<file path="src/design/assert_macros.svh">
// Assertion macros for the byte ring FIFO modules.
// Depends on nothing; included by files that carry concurrent assertions.
`ifndef ASSERT_MACROS_SVH
`define ASSERT_MACROS_SVH

// Same-cycle implication, disabled while reset is high.
`define DBRF_ASSERT_IMP(label, clk, rst, ante, cons, msg) \
   label: assert property (@(posedge clk) disable iff (rst) (ante) |-> (cons)) \
      else $error(msg);

// Next-cycle implication, disabled while reset is high.
`define DBRF_ASSERT_NXT(label, clk, rst, ante, cons, msg) \
   label: assert property (@(posedge clk) disable iff (rst) (ante) |=> (cons)) \
      else $error(msg);

`endif

</file>
<file path="src/design/dbrf_pkg.sv">
// Package for the delimited byte ring FIFO: field widths, command codes and
// the request and result record types. Depends on nothing.
`default_nettype none

package dbrf_pkg;

   localparam int DEFAULT_DEPTH = 1024;

   localparam int MODE_W     = 2;
   localparam int BYTE_W     = 8;
   localparam int LIMIT_W    = 7;
   localparam int OUT_CNT_W  = 11;
   localparam int MAX_RES    = 64;

   localparam int REQ_DATA_W = 24;
   localparam int RSP_DATA_W = 32;

   localparam logic [MODE_W-1:0] MODE_PUT  = 2'd0;
   localparam logic [MODE_W-1:0] MODE_GET  = 2'd1;
   localparam logic [MODE_W-1:0] MODE_DROP = 2'd2;

   typedef struct packed {
      logic [MODE_W-1:0]  mode;
      logic [BYTE_W-1:0]  put_byte;
      logic [LIMIT_W-1:0] read_limit;
      logic [BYTE_W-1:0]  stop_byte;
   } req_type;

   typedef struct packed {
      logic [BYTE_W-1:0]    data_byte;
      logic                 byte_valid;
      logic                 last;
      logic                 accepted;
      logic [OUT_CNT_W-1:0] dropped_count;
      logic [OUT_CNT_W-1:0] occupancy;
   } rsp_type;

endpackage

`default_nettype wire

</file>
<file path="src/design/dbrf_ctrl.sv">
// Command sequencer of the ring FIFO: indices, fill count, get and drop walks
// and the result register. Depends on dbrf_pkg and assert_macros.svh.
`default_nettype none
`include "assert_macros.svh"

module dbrf_ctrl #(
   parameter int DEPTH  = 1024,
   parameter int ADDR_W = $clog2(DEPTH)
) (
   input  wire logic              clock,
   input  wire logic              reset,
   input  wire logic              req_valid,
   output logic                   req_ready,
   input  wire dbrf_pkg::req_type req,
   output logic                   rsp_valid,
   input  wire logic              rsp_ready,
   output dbrf_pkg::rsp_type      rsp,
   output logic                   mem_wr_en,
   output logic      [ADDR_W-1:0] mem_wr_addr,
   output logic      [7:0]        mem_wr_data,
   output logic                   mem_rd_en,
   output logic      [ADDR_W-1:0] mem_rd_addr,
   input  wire logic [7:0]        mem_rd_data
);
   import dbrf_pkg::*;

   localparam int CNT_W = $clog2(DEPTH + 1);
   localparam logic [CNT_W-1:0]  FULL     = CNT_W'(DEPTH);
   localparam logic [ADDR_W-1:0] LAST_IDX = ADDR_W'(DEPTH - 1);

   localparam logic [1:0] ST_IDLE = 2'd0;
   localparam logic [1:0] ST_GET  = 2'd1;
   localparam logic [1:0] ST_DROP = 2'd2;

   function automatic logic [ADDR_W-1:0] adv(input logic [ADDR_W-1:0] i);
      return (i == LAST_IDX) ? '0 : i + 1'b1;
   endfunction

   function automatic logic [ADDR_W-1:0] back(input logic [ADDR_W-1:0] i);
      return (i == '0) ? LAST_IDX : i - 1'b1;
   endfunction

   function automatic logic [OUT_CNT_W-1:0] to_out(input logic [CNT_W-1:0] v);
      logic [CNT_W+OUT_CNT_W-1:0] ext;
      ext = {{OUT_CNT_W{1'b0}}, v};
      return ext[OUT_CNT_W-1:0];
   endfunction

   logic [1:0]         state_ff, state_in;
   logic [ADDR_W-1:0]  read_ff, read_in;
   logic [ADDR_W-1:0]  write_ff, write_in;
   logic [CNT_W-1:0]   fill_ff, fill_in;
   logic [LIMIT_W-1:0] rem_ff, rem_in;
   logic [BYTE_W-1:0]  stop_ff, stop_in;
   logic [CNT_W-1:0]   removed_ff, removed_in;
   logic               rsp_valid_ff, rsp_valid_in;
   rsp_type            rsp_ff, rsp_in;

   logic                       out_free;
   logic                       emit;
   rsp_type                    emit_rsp;
   logic [LIMIT_W-1:0]         lim_sat;
   logic [CNT_W+LIMIT_W-1:0]   fill_ext;
   logic [CNT_W+LIMIT_W-1:0]   lim_ext;
   logic [LIMIT_W-1:0]         get_n;
   logic                       fin;
   logic [CNT_W-1:0]           removed_inc;
   logic                       walking;
   logic                       refused_put;

   assign out_free = !rsp_valid_ff || rsp_ready;

   always_comb begin
      lim_sat  = (req.read_limit > LIMIT_W'(MAX_RES)) ? LIMIT_W'(MAX_RES) : req.read_limit;
      fill_ext = {{LIMIT_W{1'b0}}, fill_ff};
      lim_ext  = {{CNT_W{1'b0}}, lim_sat};
      get_n    = (fill_ext < lim_ext) ? fill_ext[LIMIT_W-1:0] : lim_sat;
   end

   assign fin         = (mem_rd_data == stop_ff) || (rem_ff == LIMIT_W'(1));
   assign removed_inc = removed_ff + 1'b1;

   always_comb begin
      state_in     = state_ff;
      read_in      = read_ff;
      write_in     = write_ff;
      fill_in      = fill_ff;
      rem_in       = rem_ff;
      stop_in      = stop_ff;
      removed_in   = removed_ff;
      rsp_valid_in = rsp_valid_ff && !rsp_ready;
      rsp_in       = rsp_ff;
      mem_wr_en    = 1'b0;
      mem_wr_addr  = write_ff;
      mem_wr_data  = req.put_byte;
      mem_rd_en    = 1'b0;
      mem_rd_addr  = read_ff;
      req_ready    = (state_ff == ST_IDLE) && out_free;
      emit         = 1'b0;
      emit_rsp     = '0;
      emit_rsp.last = 1'b1;

      unique case (state_ff)
         ST_IDLE: begin
            if (req_valid && req_ready) begin
               unique case (req.mode)
                  MODE_PUT: begin
                     emit = 1'b1;
                     if (fill_ff != FULL) begin
                        mem_wr_en         = 1'b1;
                        write_in          = adv(write_ff);
                        fill_in           = fill_ff + 1'b1;
                        emit_rsp.accepted = 1'b1;
                     end
                  end
                  MODE_GET: begin
                     if (get_n == '0) begin
                        emit = 1'b1;
                     end else begin
                        mem_rd_en   = 1'b1;
                        mem_rd_addr = read_ff;
                        rem_in      = get_n;
                        stop_in     = req.stop_byte;
                        state_in    = ST_GET;
                     end
                  end
                  MODE_DROP: begin
                     if (fill_ff == '0) begin
                        emit = 1'b1;
                     end else begin
                        mem_rd_en   = 1'b1;
                        mem_rd_addr = back(write_ff);
                        stop_in     = req.stop_byte;
                        removed_in  = '0;
                        state_in    = ST_DROP;
                     end
                  end
                  default: begin
                     emit = 1'b1;
                  end
               endcase
            end
         end
         ST_GET: begin
            if (out_free) begin
               emit                = 1'b1;
               read_in             = adv(read_ff);
               fill_in             = fill_ff - 1'b1;
               rem_in              = rem_ff - 1'b1;
               emit_rsp.data_byte  = mem_rd_data;
               emit_rsp.byte_valid = 1'b1;
               emit_rsp.last       = fin;
               if (fin) begin
                  state_in = ST_IDLE;
               end else begin
                  mem_rd_en   = 1'b1;
                  mem_rd_addr = adv(read_ff);
               end
            end
         end
         ST_DROP: begin
            if (mem_rd_data == stop_ff) begin
               if (out_free) begin
                  emit                   = 1'b1;
                  emit_rsp.dropped_count = to_out(removed_ff);
                  state_in               = ST_IDLE;
               end
            end else if (fill_ff == CNT_W'(1)) begin
               if (out_free) begin
                  emit                   = 1'b1;
                  write_in               = back(write_ff);
                  fill_in                = '0;
                  emit_rsp.dropped_count = to_out(removed_inc);
                  state_in               = ST_IDLE;
               end
            end else begin
               write_in    = back(write_ff);
               fill_in     = fill_ff - 1'b1;
               removed_in  = removed_inc;
               mem_rd_en   = 1'b1;
               mem_rd_addr = back(back(write_ff));
            end
         end
         default: begin
            state_in = ST_IDLE;
         end
      endcase

      if (emit) begin
         emit_rsp.occupancy = to_out(fill_in);
         rsp_valid_in       = 1'b1;
         rsp_in             = emit_rsp;
      end
   end

   always_ff @(posedge clock) begin
      if (reset) begin
         state_ff     <= ST_IDLE;
         read_ff      <= '0;
         write_ff     <= '0;
         fill_ff      <= '0;
         rsp_valid_ff <= 1'b0;
      end else begin
         state_ff     <= state_in;
         read_ff      <= read_in;
         write_ff     <= write_in;
         fill_ff      <= fill_in;
         rsp_valid_ff <= rsp_valid_in;
      end
   end

   always_ff @(posedge clock) begin
      rem_ff     <= rem_in;
      stop_ff    <= stop_in;
      removed_ff <= removed_in;
      rsp_ff     <= rsp_in;
   end

   assign rsp_valid = rsp_valid_ff;
   assign rsp       = rsp_ff;

   assign walking     = (state_ff != ST_IDLE);
   assign refused_put = req_valid && req_ready && (req.mode == MODE_PUT) && (fill_ff == FULL);

   `DBRF_ASSERT_IMP(a_fill_bound, clock, reset, 1'b1, fill_ff <= FULL, "fill count above depth")
   `DBRF_ASSERT_IMP(a_walk_nonempty, clock, reset, walking, fill_ff != '0, "walk on empty FIFO")
   `DBRF_ASSERT_IMP(a_get_rem, clock, reset, state_ff == ST_GET, rem_ff != '0, "get count zero")
   `DBRF_ASSERT_NXT(a_full_put, clock, reset, refused_put, $stable(fill_ff), "refused put moved fill")

endmodule

`default_nettype wire

</file>
<file path="config.mk">
export PLATFORM = sky130hd
export DESIGN_NAME = dbrf_ctrl
export DESIGN_NICKNAME = d
export VERILOG_FILES = /design/src/design/dbrf_pkg.sv /design/src/design/dbrf_ctrl.sv
export VERILOG_INCLUDE_DIRS = /design/src /design/src/design
export SDC_FILE = /design/constraint.sdc
export NUM_CORES = 1
export LEC_CHECK = 0
export ABC_AREA = 1
export BUFFER_PORTS_ARGS = -buffer_cell sky130_fd_sc_hd__buf_2
export CAP_MARGIN = 40
export CORE_MARGIN = 2
export CORE_UTILIZATION = 35
export CTS_CLUSTER_SIZE = 40
export DETAILED_ROUTE_END_ITERATION = 7
export PLACE_DENSITY_LB_ADDON = 0.12
export SLEW_MARGIN = 10
export SYNTH_ARGS = -nofsm -noshare
export SYNTH_HDL_FRONTEND = slang
export SYNTH_SLANG_ARGS = --single-unit
</file>
<file path="constraint.sdc">
create_clock -name clock -period 3.17 [get_ports clock]
set_clock_uncertainty 0.1 [all_clocks]
set_input_delay 0.634 -clock clock [delete_from_list [all_inputs] [get_ports clock]]
set_output_delay 0.634 -clock clock [all_outputs]
set_load 0.02 [all_outputs]
</file>
==> flow_summary.json, run 1 <==
{
  "p_switching_w": 0.00494,
  "start_util_pct": 35.9,
  "arrival_ns": 2.61,
  "syn-mean-instance-area_um2": 7.28,
  "path_cells": "buf_2 > nor2_2 > nand3_2 > nand2_1 > nand2_2 > ha_4 > nand2_2 > nand2_2 > nand2_2 > nand2_2 > nor2_4 > buf_12 > nand2_8 > nand2_1 > o21ai_2 > nor2_2 > and2_4 > o21ai_2 > nand3_2 > nand2_2 > buf_6",
  "synth_edf_count": 59,
  "clk_path_buf_depth": 2,
  "clk_latency_ns": 0.35,
  "required_ns": 2.44,
  "ys_seq_area_share_pct": 36.4,
  "regToRegEndpoint": "rsp[29]",
  "worstReg2RegStart": "fill_ff[3]",
  "violations": "negative setup slack",
  "synth_top_family_by_area": "simple AND/OR/NAND/NOR gates",
  "pwr-share-seq_pct": 23.4,
  "nNetsFinal": 1125,
  "grt_overflow_total": 0,
  "critical_path.max_fanout": 8,
  "cp_slowest_stage_delay_ns": 0.27,
  "via_count": 6385,
  "finalCritPeriodShare_pct": 106,
  "startpoint_type": "input pin",
  "globalRouteTotalUtil_pct": 19.6,
  "syn_nets": 984,
  "timing.final.ws_setup_ns": -0.175,
  "slew-limit-headroom_pct": 50.1,
  "drive_above_1_share_pct": 28.9,
  "io_pins": 102,
  "syn_inst": 925,
  "final_antenna_net_count": 0,
  "maxSlewViolCount": 0,
  "swShare_pct": 48.9,
  "yosysTopAreaCellShare_pct": 26.3,
  "cts.sinks": 93,
  "n_antenna_cell": 0,
  "status": "complete, but fails checks",
  "place_hpwl_um": 15000,
  "slowest_stage": "ha_4",
  "drc": 0,
  "yosys.area_share.xor_xnor_pct": 4.03,
  "cts_hold_buf": 0,
  "die_y_um": 143,
  "vias_per_cell": 4.89,
  "clock_power_share_pct": 12.2,
  "core_area_um2": 18800,
  "whs_ns": 0.356,
  "reg2reg_depth": 21,
  "worstMarginPinSlew_ns": 0.748,
  "powerDensity_nw_per_um2": 1170,
  "cp_common_cell": "nand2_2",
  "yosysWarnings": 0,
  "rows": 50,
  "cell_internal_pwr_w": 0.00515,
  "tns_ns": -0.175,
  "end_kind": "primary output",
  "mostFrequentLayoutCells": "173 x nand2_1, 122 x inv_1, 97 x nor2_1",
  "grt_pass1_vias": 6061,
  "fmax_ghz": 0.299,
  "cts_tree": "built",
  "grt_pass1_wl_um": 31500,
  "ff2ff_setup_slack_ns": 0.31,
  "synth_cell_types": 50,
  "routed_wirelength_um": 19800,
  "dieArea_um2": 20400,
  "min_path_cells": 1,
  "clkTransAtPathRegs_ns": 0.07,
  "gp_congestion": 0.873,
  "fin_crit_ns": 3.35,
  "grt_max_degree": 30,
  "hp-start": "req[2]",
  "yosysTopAreaCell": "edfxtp_1",
  "min_to": "stop_ff[2]",
  "synth.area.top_cells": "edfxtp_1 26%, nand2_1 11%, dfxtp_1 10%, inv_1 6.9%, nor2_1 6.0%",
  "root_buffer": "clkbuf_16",
  "ir_worst_vdd_v": 0.000586,
  "synth_adder_area_share_pct": 4.09,
  "grt_setup_unrepaired": "yes",
  "setup_viol": 1,
  "cts_made_buffers": 9,
  "detail_route.first_pass.iterations": 5,
  "layout_commonest_cell": "nand2_1",
  "cts_max_level": 3,
  "antenna_found_initial": 0,
  "drt_iter0_markers": 330,
  "synth_area_um2": 6730,
  "ys.flop_type": "edfxtp_1",
  "maxCapViolCount": 0,
  "area_growth_syn_to_layout_pct": 27.7,
  "hold_violations": 0,
  "fillers": 1939,
  "worstHoldPathType": "in2reg",
  "wl_per_cell_um": 15.2,
  "synthMuxAreaShare_pct": 0.149,
  "io_buffers": 85,
  "combPwrFrac_pct": 64.4,
  "crit_type": "in2out",
  "cellLeakagePower_nw": 3.90,
  "fp.dieW_um": 143,
  "ys_ff_latch": 93,
  "synthSimpleGateAreaFrac_pct": 31.3,
  "synth_compound_area_share_pct": 13.8,
  "synthArstFlopShare_pct": 0
}
flip-flops by register name (all words and copies together), names as in the netlist:
| register | count |
|---|---|
| mem_wr_addr | 10 |
| rsp | 33 |
| stop_ff | 8 |
| rsp_valid | 1 |
| rem_ff | 7 |
| removed_ff | 11 |
| state_ff | 2 |
| fill_ff | 11 |
| read_ff | 10 |
kinds of logic (layout without fill, tap and decap cells):
| group | Yosys count | after routing |
|---|---|---|
| flip-flops | 93 | 93 |
| AND/OR/NAND/NOR | 452 | 452 |
| XOR/XNOR | 31 | 31 |
| multiplexers | 1 | 1 |
| buffers and inverters | 167 | 313 |
| adder cells (fa/ha/maj) | 22 | 22 |
| AO/OA/AOI/OAI | 159 | 159 |
worst max-delay path, delay by kind of cell:
kind / cells / cell delay, ns
compound gates: 2 / 0.20
fa+ha+maj: 1 / 0.27
buf+inv: 3 / 0.37
simple gates: 15 / 1.13
power by group through the flow:
stage / registers [W] / logic (W) / clock network (W)
5_1_grt: 0.00245 / 0.00718 / 0.00132
2_1_floorplan: 0.00263 / 0.00361 / 0
3_5_place_dp: 0.00235 / 0.00563 / 0
6_report: 0.00236 / 0.00650 / 0.00123
3_3_place_gp: 0.00236 / 0.00562 / 0
4_1_cts: 0.00234 / 0.00602 / 0.00127
routing by layer:
| metal | share of wire, % | GRT usage, % | wire length [µm] |
|---|---|---|---|
| met2 | 45 | 31.1 | 8900 |
| met5 | 0 | 0 | 0 |
| met3 | 4.3 | 2.65 | 841 |
| met1 | 50 | 28.3 | 9810 |
| met4 | 1.2 | 5.00 | 229 |
synth_stat cells (all sizes together) (3+ instances only):
| cell type | number |
|---|---|
| nor4 | 3 |
| nor2 | 133 |
| edfxtp | 59 |
| buf | 17 |
| o21ai | 63 |
| nand3 | 63 |
| nor3 | 23 |
| xnor2 | 7 |
| clkbuf | 10 |
| nand3b | 3 |
| nand2 | 211 |
| xor2 | 24 |
| a211oi | 7 |
| inv | 139 |
| ha | 22 |
| o22ai | 11 |
| a31oi | 5 |
| a21oi | 58 |
| o211ai | 6 |
| nand4 | 12 |
| dfxtp | 34 |
worst max-delay path by stage:
stage | from | end | slack [ns]
after floorplan | req[13] | mem_rd_en | 0.07
after global placement | req[10] | mem_rd_en | -0.36
after detailed placement | req[10] | mem_rd_en | -0.39
after CTS | req[11] | mem_rd_en | -0.25
after global routing | req[13] | mem_rd_en | -0.31
final | req[13] | mem_rd_en | -0.18
metrics by stage:
step	utilization (%)	setup slack (ns)	power [W]	std cells	area, µm²
CTS	44.2	-0.252	0.00964	1300	8300
floorplan	-	0.0715	0.00624	925	6740
global placement	41.1	-0.356	0.00797	1269	7710
finish	45.8	-0.175	0.0101	1305	8600
global route	45.8	-0.311	0.0109	1305	8600
detailed placement	41.1	-0.393	0.00798	1269	7710
layout make-up:
cell class                      count  area, µm²  share of cell area [%]
Multi-Input combinational cell    665       3860                    44.9
Sequential cell                    93       2460                    28.6
Clock inverter                      7        105                    1.22
Tap cell                          234        293                    3.41
Timing Repair Buffer              157       1110                    12.9
Inverter                          140        536                    6.23
Clock buffer                        9        225                    2.62
what timing repair did:
item                       4_1_cts  5_1_grt
gates resized for setup         41       50
pin swaps                       29       23
gates cloned                     0        4
setup endpoints to repair       11       53
setup buffers                   15        3
(Power assumes the default switching activity.)
==> run 2, diff against run 1 <==
--- a/config.mk
+++ b/config.mk
@@ -9,7 +9,6 @@
 export ABC_AREA = 1
 export BUFFER_PORTS_ARGS = -buffer_cell sky130_fd_sc_hd__buf_2
 export CAP_MARGIN = 40
-export CORE_MARGIN = 2
 export CORE_UTILIZATION = 35
 export CTS_CLUSTER_SIZE = 40
 export DETAILED_ROUTE_END_ITERATION = 7
==> constraint.sdc (replaced) <==
create_clock -name clock -period 3.1 [get_ports clock]
set_clock_uncertainty 0.1 [all_clocks]
set_input_delay 0.62 -clock clock [delete_from_list [all_inputs] [get_ports clock]]
set_output_delay 0.62 -clock clock [all_outputs]
set_load 0.02 [all_outputs]
==> run 2 against run 1 <==
The flow still finishes with violations (negative setup slack); register-to-register slack better by 0.07 ns; first-iteration DRC count down 7.3%; via count up 1.2%; cell count up 0.15%; wire length down 1.3%; hold slack worse by 0.020 ns; die area down 2.8%; count of clock-buffer cells in the layout up 1; largest power group unchanged.
==> flow_summary.json, run 2 (synthesis gave the netlist of run 1 again) <==
{
  "grt_pass1_wl_um": 31600,
  "powerDensity_nw_per_um2": 1210,
  "mostFrequentLayoutCells": "173 x nand2_1, 121 x inv_1, 93 x nor2_1",
  "io_pins": 102,
  "n_antenna_cell": 0,
  "grt_setup_unrepaired": "yes",
  "slew-limit-headroom_pct": 48.3,
  "worstMarginPinSlew_ns": 0.775,
  "critical_path.max_fanout": 8,
  "required_ns": 2.38,
  "fmax_ghz": 0.303,
  "setup_viol": 1,
  "maxSlewViolCount": 0,
  "place_hpwl_um": 14900,
  "cts_hold_buf": 0,
  "cts_made_buffers": 9,
  "final_antenna_net_count": 0,
  "gp_congestion": 0.852,
  "finalCritPeriodShare_pct": 107,
  "violations": "negative setup slack",
  "core_area_um2": 18800,
  "clkTransAtPathRegs_ns": 0.07,
  "placed_area_um2": 7730,
  "vias_per_cell": 4.94,
  "cellLeakagePower_nw": 3.93,
  "antenna_found_initial": 0,
  "via_count": 6461,
  "grt_pass1_vias": 6176,
  "stdcell_area_um2": 8600,
  "p_switching_w": 0.00511,
  "drt_iter0_markers": 306,
  "swShare_pct": 49.3,
  "combPwrFrac_pct": 65.4,
  "worstHoldPathType": "in2reg",
  "tns_ns": -0.203,
  "arrival_ns": 2.58,
  "clock_power_share_pct": 11.3,
  "use_met2_pct": 32.0,
  "wl_per_cell_um": 14.9,
  "clk_latency_ns": 0.35,
  "crit_type": "in2out",
  "area_growth_syn_to_layout_pct": 27.7,
  "pre_cts_slack_ns": -0.449,
  "fin_crit_ns": 3.30,
  "largest_register_ffs": 33,
  "drc": 0,
  "dieArea_um2": 19800,
  "cell_internal_pwr_w": 0.00526,
  "nNetsFinal": 1127,
  "routed_wirelength_um": 19500,
  "timing.final.ws_setup_ns": -0.203,
  "cts_tree": "built",
  "layout_commonest_cell": "nand2_1",
  "pwr-share-seq_pct": 23.4,
  "detail_route.first_pass.iterations": 5,
  "maxCapViolCount": 0,
  "ir_worst_vdd_v": 0.000518,
  "start_util_pct": 35.9,
  "grtUsageMet1_pct": 28.9,
  "globalRouteTotalUtil_pct": 20.4,
  "grtUsageMet3_pct": 2.07,
  "grt_overflow_total": 0,
  "grt.busiest_layer": "met2",
  "rows": 50,
  "fp.dieW_um": 141,
  "die_y_um": 141,
  "io_buffers": 85,
  "startpoint_type": "input pin",
  "grt_max_degree": 30,
  "root_buffer": "clkbuf_16",
  "status": "complete, but fails checks",
  "drive_above_1_share_pct": 30.0,
  "end_kind": "primary output",
  "hold_violations": 0,
  "cts_max_level": 3,
  "cts.sinks": 93,
  "clk_path_buf_depth": 2
}
==> run 2: power groups by stage <==
| stage | combinational, W | clock, W | sequential (W) |
|---|---|---|---|
| floorplan | 0.00369 | 0 | 0.00269 |
| global placement | 0.00572 | 0 | 0.00240 |
| detailed placement | 0.00573 | 0 | 0.00240 |
| CTS | 0.00598 | 0.00119 | 0.00240 |
| global route | 0.00749 | 0.00123 | 0.00249 |
| finish | 0.00678 | 0.00117 | 0.00242 |
==> run 2: final timing paths <==
path	start	to	slack [ns]	cells after the start
min	req[3]	stop_ff[3]	0.34	1
min reg2reg	mem_wr_addr[5]	mem_wr_addr[5]	0.43	2
max	req[10]	mem_rd_en	-0.20	19
max reg2reg	fill_ff[2]	rsp[2]	0.38	14
==> run 2: final cells by class <==
cell class / count / area [µm²]
fill: 1914 / 10200
inverter: 140 / 541
sequential: 93 / 2470
tap: 234 / 293
clock buffer: 10 / 229
timing repair buffer: 159 / 1070
clock inverter: 6 / 71.3
multi-input combinational: 665 / 3930
==> run 2: per-layer routing <==
layer  up-vias  wire (µm)  part of all wire [%]
li1       3325          -                     -
met1      2951       9710                    50
met2       163       8640                    44
met3        22        776                   4.0
met4         0        386                   2.0
met5         -          0                     0
==> run 2: through the flow <==
step	instances	total power [W]	hold WS, ns	utilization [%]
detailed placement	1272	0.00813	0.422	41.2
global route	1307	0.0112	0.330	45.8
global placement	1272	0.00812	0.415	41.2
finish	1307	0.0104	0.336	45.8
CTS	1297	0.00958	0.323	43.9
floorplan	925	0.00638	0.384	-
==> run 2: timing repair <==
item / 4_1_cts / 5_1_grt
buffers inserted: 9 / 10
pin swaps: 25 / 34
cloned: 0 / 0
setup endpoints to repair: 11 / 48
resized for setup: 38 / 75
==> run 2: worst max-delay path: stages <==
cell and delay (ns):
buf_6 0.10, nor2_4 0.11, nand3_2 0.07, nand2_2 0.08, nand2_4 0.06, ha_4 0.26
nand4_1 0.12, nor2_4 0.15, nand2_4 0.11, nand2_8 0.11, nand2_2 0.06, nand2_1 0.08
nand2_2 0.07, nor2_4 0.10, and2_4 0.15, o21ai_2 0.04, nand3_1 0.08, nand2_2 0.07
buf_6 0.13
==> run 3, diff against run 2 <==
--- a/config.mk
+++ b/config.mk
@@ -12,6 +12,7 @@
 export CORE_UTILIZATION = 35
 export CTS_CLUSTER_SIZE = 40
 export DETAILED_ROUTE_END_ITERATION = 7
+export GPL_TIMING_DRIVEN = 0
 export PLACE_DENSITY_LB_ADDON = 0.12
 export SLEW_MARGIN = 10
 export SYNTH_ARGS = -nofsm -noshare
==> constraint.sdc (replaced) <==
create_clock -name clock -period 3.47 [get_ports clock]
set_clock_uncertainty 0.1 [all_clocks]
set_input_delay 0.694 -clock clock [delete_from_list [all_inputs] [get_ports clock]]
set_output_delay 0.694 -clock clock [all_outputs]
set_load 0.02 [all_outputs]
==> run 3 against run 2 <==
The flow still finishes with violations (negative setup slack); clock power is 11% lower; critical path depth is 2 higher; wire length is 3.4% lower; total power is 19% lower; die area stayed put; sequential power is 11% lower; flip-flop and latch count stayed put; critical endpoint unchanged; largest cell class unchanged.
==> flow_summary.json, run 3 (synthesis gave the netlist of run 1 again) <==
{
  "drt_iter0_markers": 377,
  "arrival_ns": 2.76,
  "fmax_ghz": 0.281,
  "worstHoldPathType": "in2reg",
  "largest_register_ffs": 33,
  "clk_path_buf_depth": 2,
  "grt_pass1_wl_um": 30400,
  "clock_power_share_pct": 12.4,
  "clkTransAtPathRegs_ns": 0.07,
  "fin_cells": 1274,
  "timing.final.ws_setup_ns": -0.0851,
  "hold_violations": 0,
  "fillers": 1941,
  "startpoint_type": "input pin",
  "vias_per_cell": 5.01,
  "layout_commonest_cell": "nand2_1",
  "final_antenna_net_count": 0,
  "mostFrequentLayoutCells": "180 x nand2_1, 122 x inv_1, 101 x nor2_1",
  "maxSlewViolCount": 0,
  "powerDensity_nw_per_um2": 1040,
  "start_util_pct": 35.9,
  "pwr-share-seq_pct": 25.9,
  "io_buffers": 92,
  "root_buffer": "clkbuf_16",
  "area_growth_syn_to_layout_pct": 19.7,
  "grt_max_degree": 34,
  "routed_wirelength_um": 18800,
  "finalCritPeriodShare_pct": 102,
  "total_power_w": 0.00836,
  "slew-limit-headroom_pct": 45.8,
  "maxCapViolCount": 0,
  "cts.sinks": 93,
  "cts_hold_buf": 0,
  "rows": 50,
  "critical_path.max_fanout": 8,
  "cts_tree": "built",
  "grt_overflow_total": 0,
  "io_pins": 102,
  "place_hpwl_um": 14500,
  "via_count": 6378,
  "status": "complete, but fails checks",
  "ir_worst_vdd_v": 0.000369,
  "wl_per_cell_um": 14.8,
  "cts_made_buffers": 9,
  "regArea_um2": 2460,
  "antenna_found_initial": 0,
  "nNetsFinal": 1094,
  "cts_max_level": 3,
  "n_antenna_cell": 0,
  "fin_crit_ns": 3.56,
  "worstMarginPinSlew_ns": 0.810,
  "required_ns": 2.68,
  "fin_util_pct": 42.9,
  "violations": "negative setup slack",
  "detail_route.first_pass.iterations": 5,
  "gp_congestion": 0.902,
  "dp_cells": 1253,
  "fp.dieW_um": 141,
  "dieArea_um2": 19800,
  "combPwrFrac_pct": 61.8,
  "grt_setup_unrepaired": "yes",
  "core_area_um2": 18800,
  "globalRouteTotalUtil_pct": 19.7,
  "drive_above_1_share_pct": 23.3,
  "multi_input_area_um2": 3750,
  "die_y_um": 141,
  "drc": 0,
  "p_switching_w": 0.00429,
  "cellLeakagePower_nw": 3.64,
  "end_kind": "primary output",
  "clk_latency_ns": 0.36,
  "crit_type": "in2out",
  "grt_pass1_vias": 5838,
  "cell_internal_pwr_w": 0.00408,
  "setup_viol": 1,
  "swShare_pct": 51.3
}
## run 3: cell count changes in the layout (fill, tap and decap cells not counted), sizes merged
cell,change
clkbuf,+9
buf,-43
inv,-1
clkinvlp,+1
clkinv,+1
## run 3: power groups by stage
stage          clock network, W  registers, W  logic (W)
2_1_floorplan                 0       0.00241    0.00330
3_3_place_gp                  0       0.00218    0.00481
3_5_place_dp                  0       0.00216    0.00484
4_1_cts                 0.00106       0.00215    0.00495
5_1_grt                 0.00110       0.00224    0.00576
6_report                0.00104       0.00216    0.00517
## run 3: layer usage
metal	up-vias	global-route usage [%]	part of all wire, %
li1	3268	-	-
met1	2891	27.4	48
met2	190	31.0	45
met3	29	2.38	5.0
met4	0	7.67	2.3
met5	-	0	0
## run 3: repair_timing
| item | in CTS | in global routing |
|---|---|---|
| endpoints found under the setup margin | 8 | 19 |
| hold endpoints to repair | 0 | 0 |
| pin swaps | 10 | 21 |
| setup buffers | 2 | 3 |
| gates resized for setup | 14 | 43 |
## run 3: path summary, 6_finish.rpt
check                                 from  cells past startpoint          to  slack [ns]
worst min-delay path                req[4]                      1  stop_ff[4]        0.41
worst min register to register  read_ff[7]                      2  read_ff[7]        0.44
worst max register to register  fill_ff[5]                     15  stop_ff[2]        0.33
worst max-delay path                req[9]                     21   mem_rd_en       -0.09
## run 3: area by class of cell
class                      instances  area share (%)
multi-input combinational        665            46.5
sequential                        93            30.5
timing repair buffer              99            6.99
inverter                         140            6.69
tap                              234            3.63
clock buffer                       9            2.80
buffer                            27            1.94
clock inverter                     7           0.901
## run 3: per-stage QoR
stage	instance area [µm²]	hold slack (ns)	setup slack, ns	TNS, ns
final	8060	0.410	-0.0851	-0.0851
after global routing	8060	0.400	-0.287	-0.288
after detailed placement	7520	0.426	-0.294	-1.96
after CTS	7880	0.398	-0.134	-0.134
after floorplan	6730	0.384	0.0622	0
after global placement	7490	0.420	-0.897	-31.39
## run 3: critical path: stages
cell	delay, ns
buf_2	0.12
nor2_4	0.08
nand3_2	0.07
nand2_1	0.07
nand2_2	0.08
ha_4	0.22
nand2_2	0.04
nand2_1	0.04
nand2_1	0.07
nand2_2	0.06
nor2_4	0.24
nand2_8	0.11
nand2_2	0.07
nand2_1	0.07
nand2_1	0.09
nor2_2	0.05
and2_4	0.15
o21ai_2	0.10
nand3_1	0.10
nand2_2	0.10
buf_6	0.12
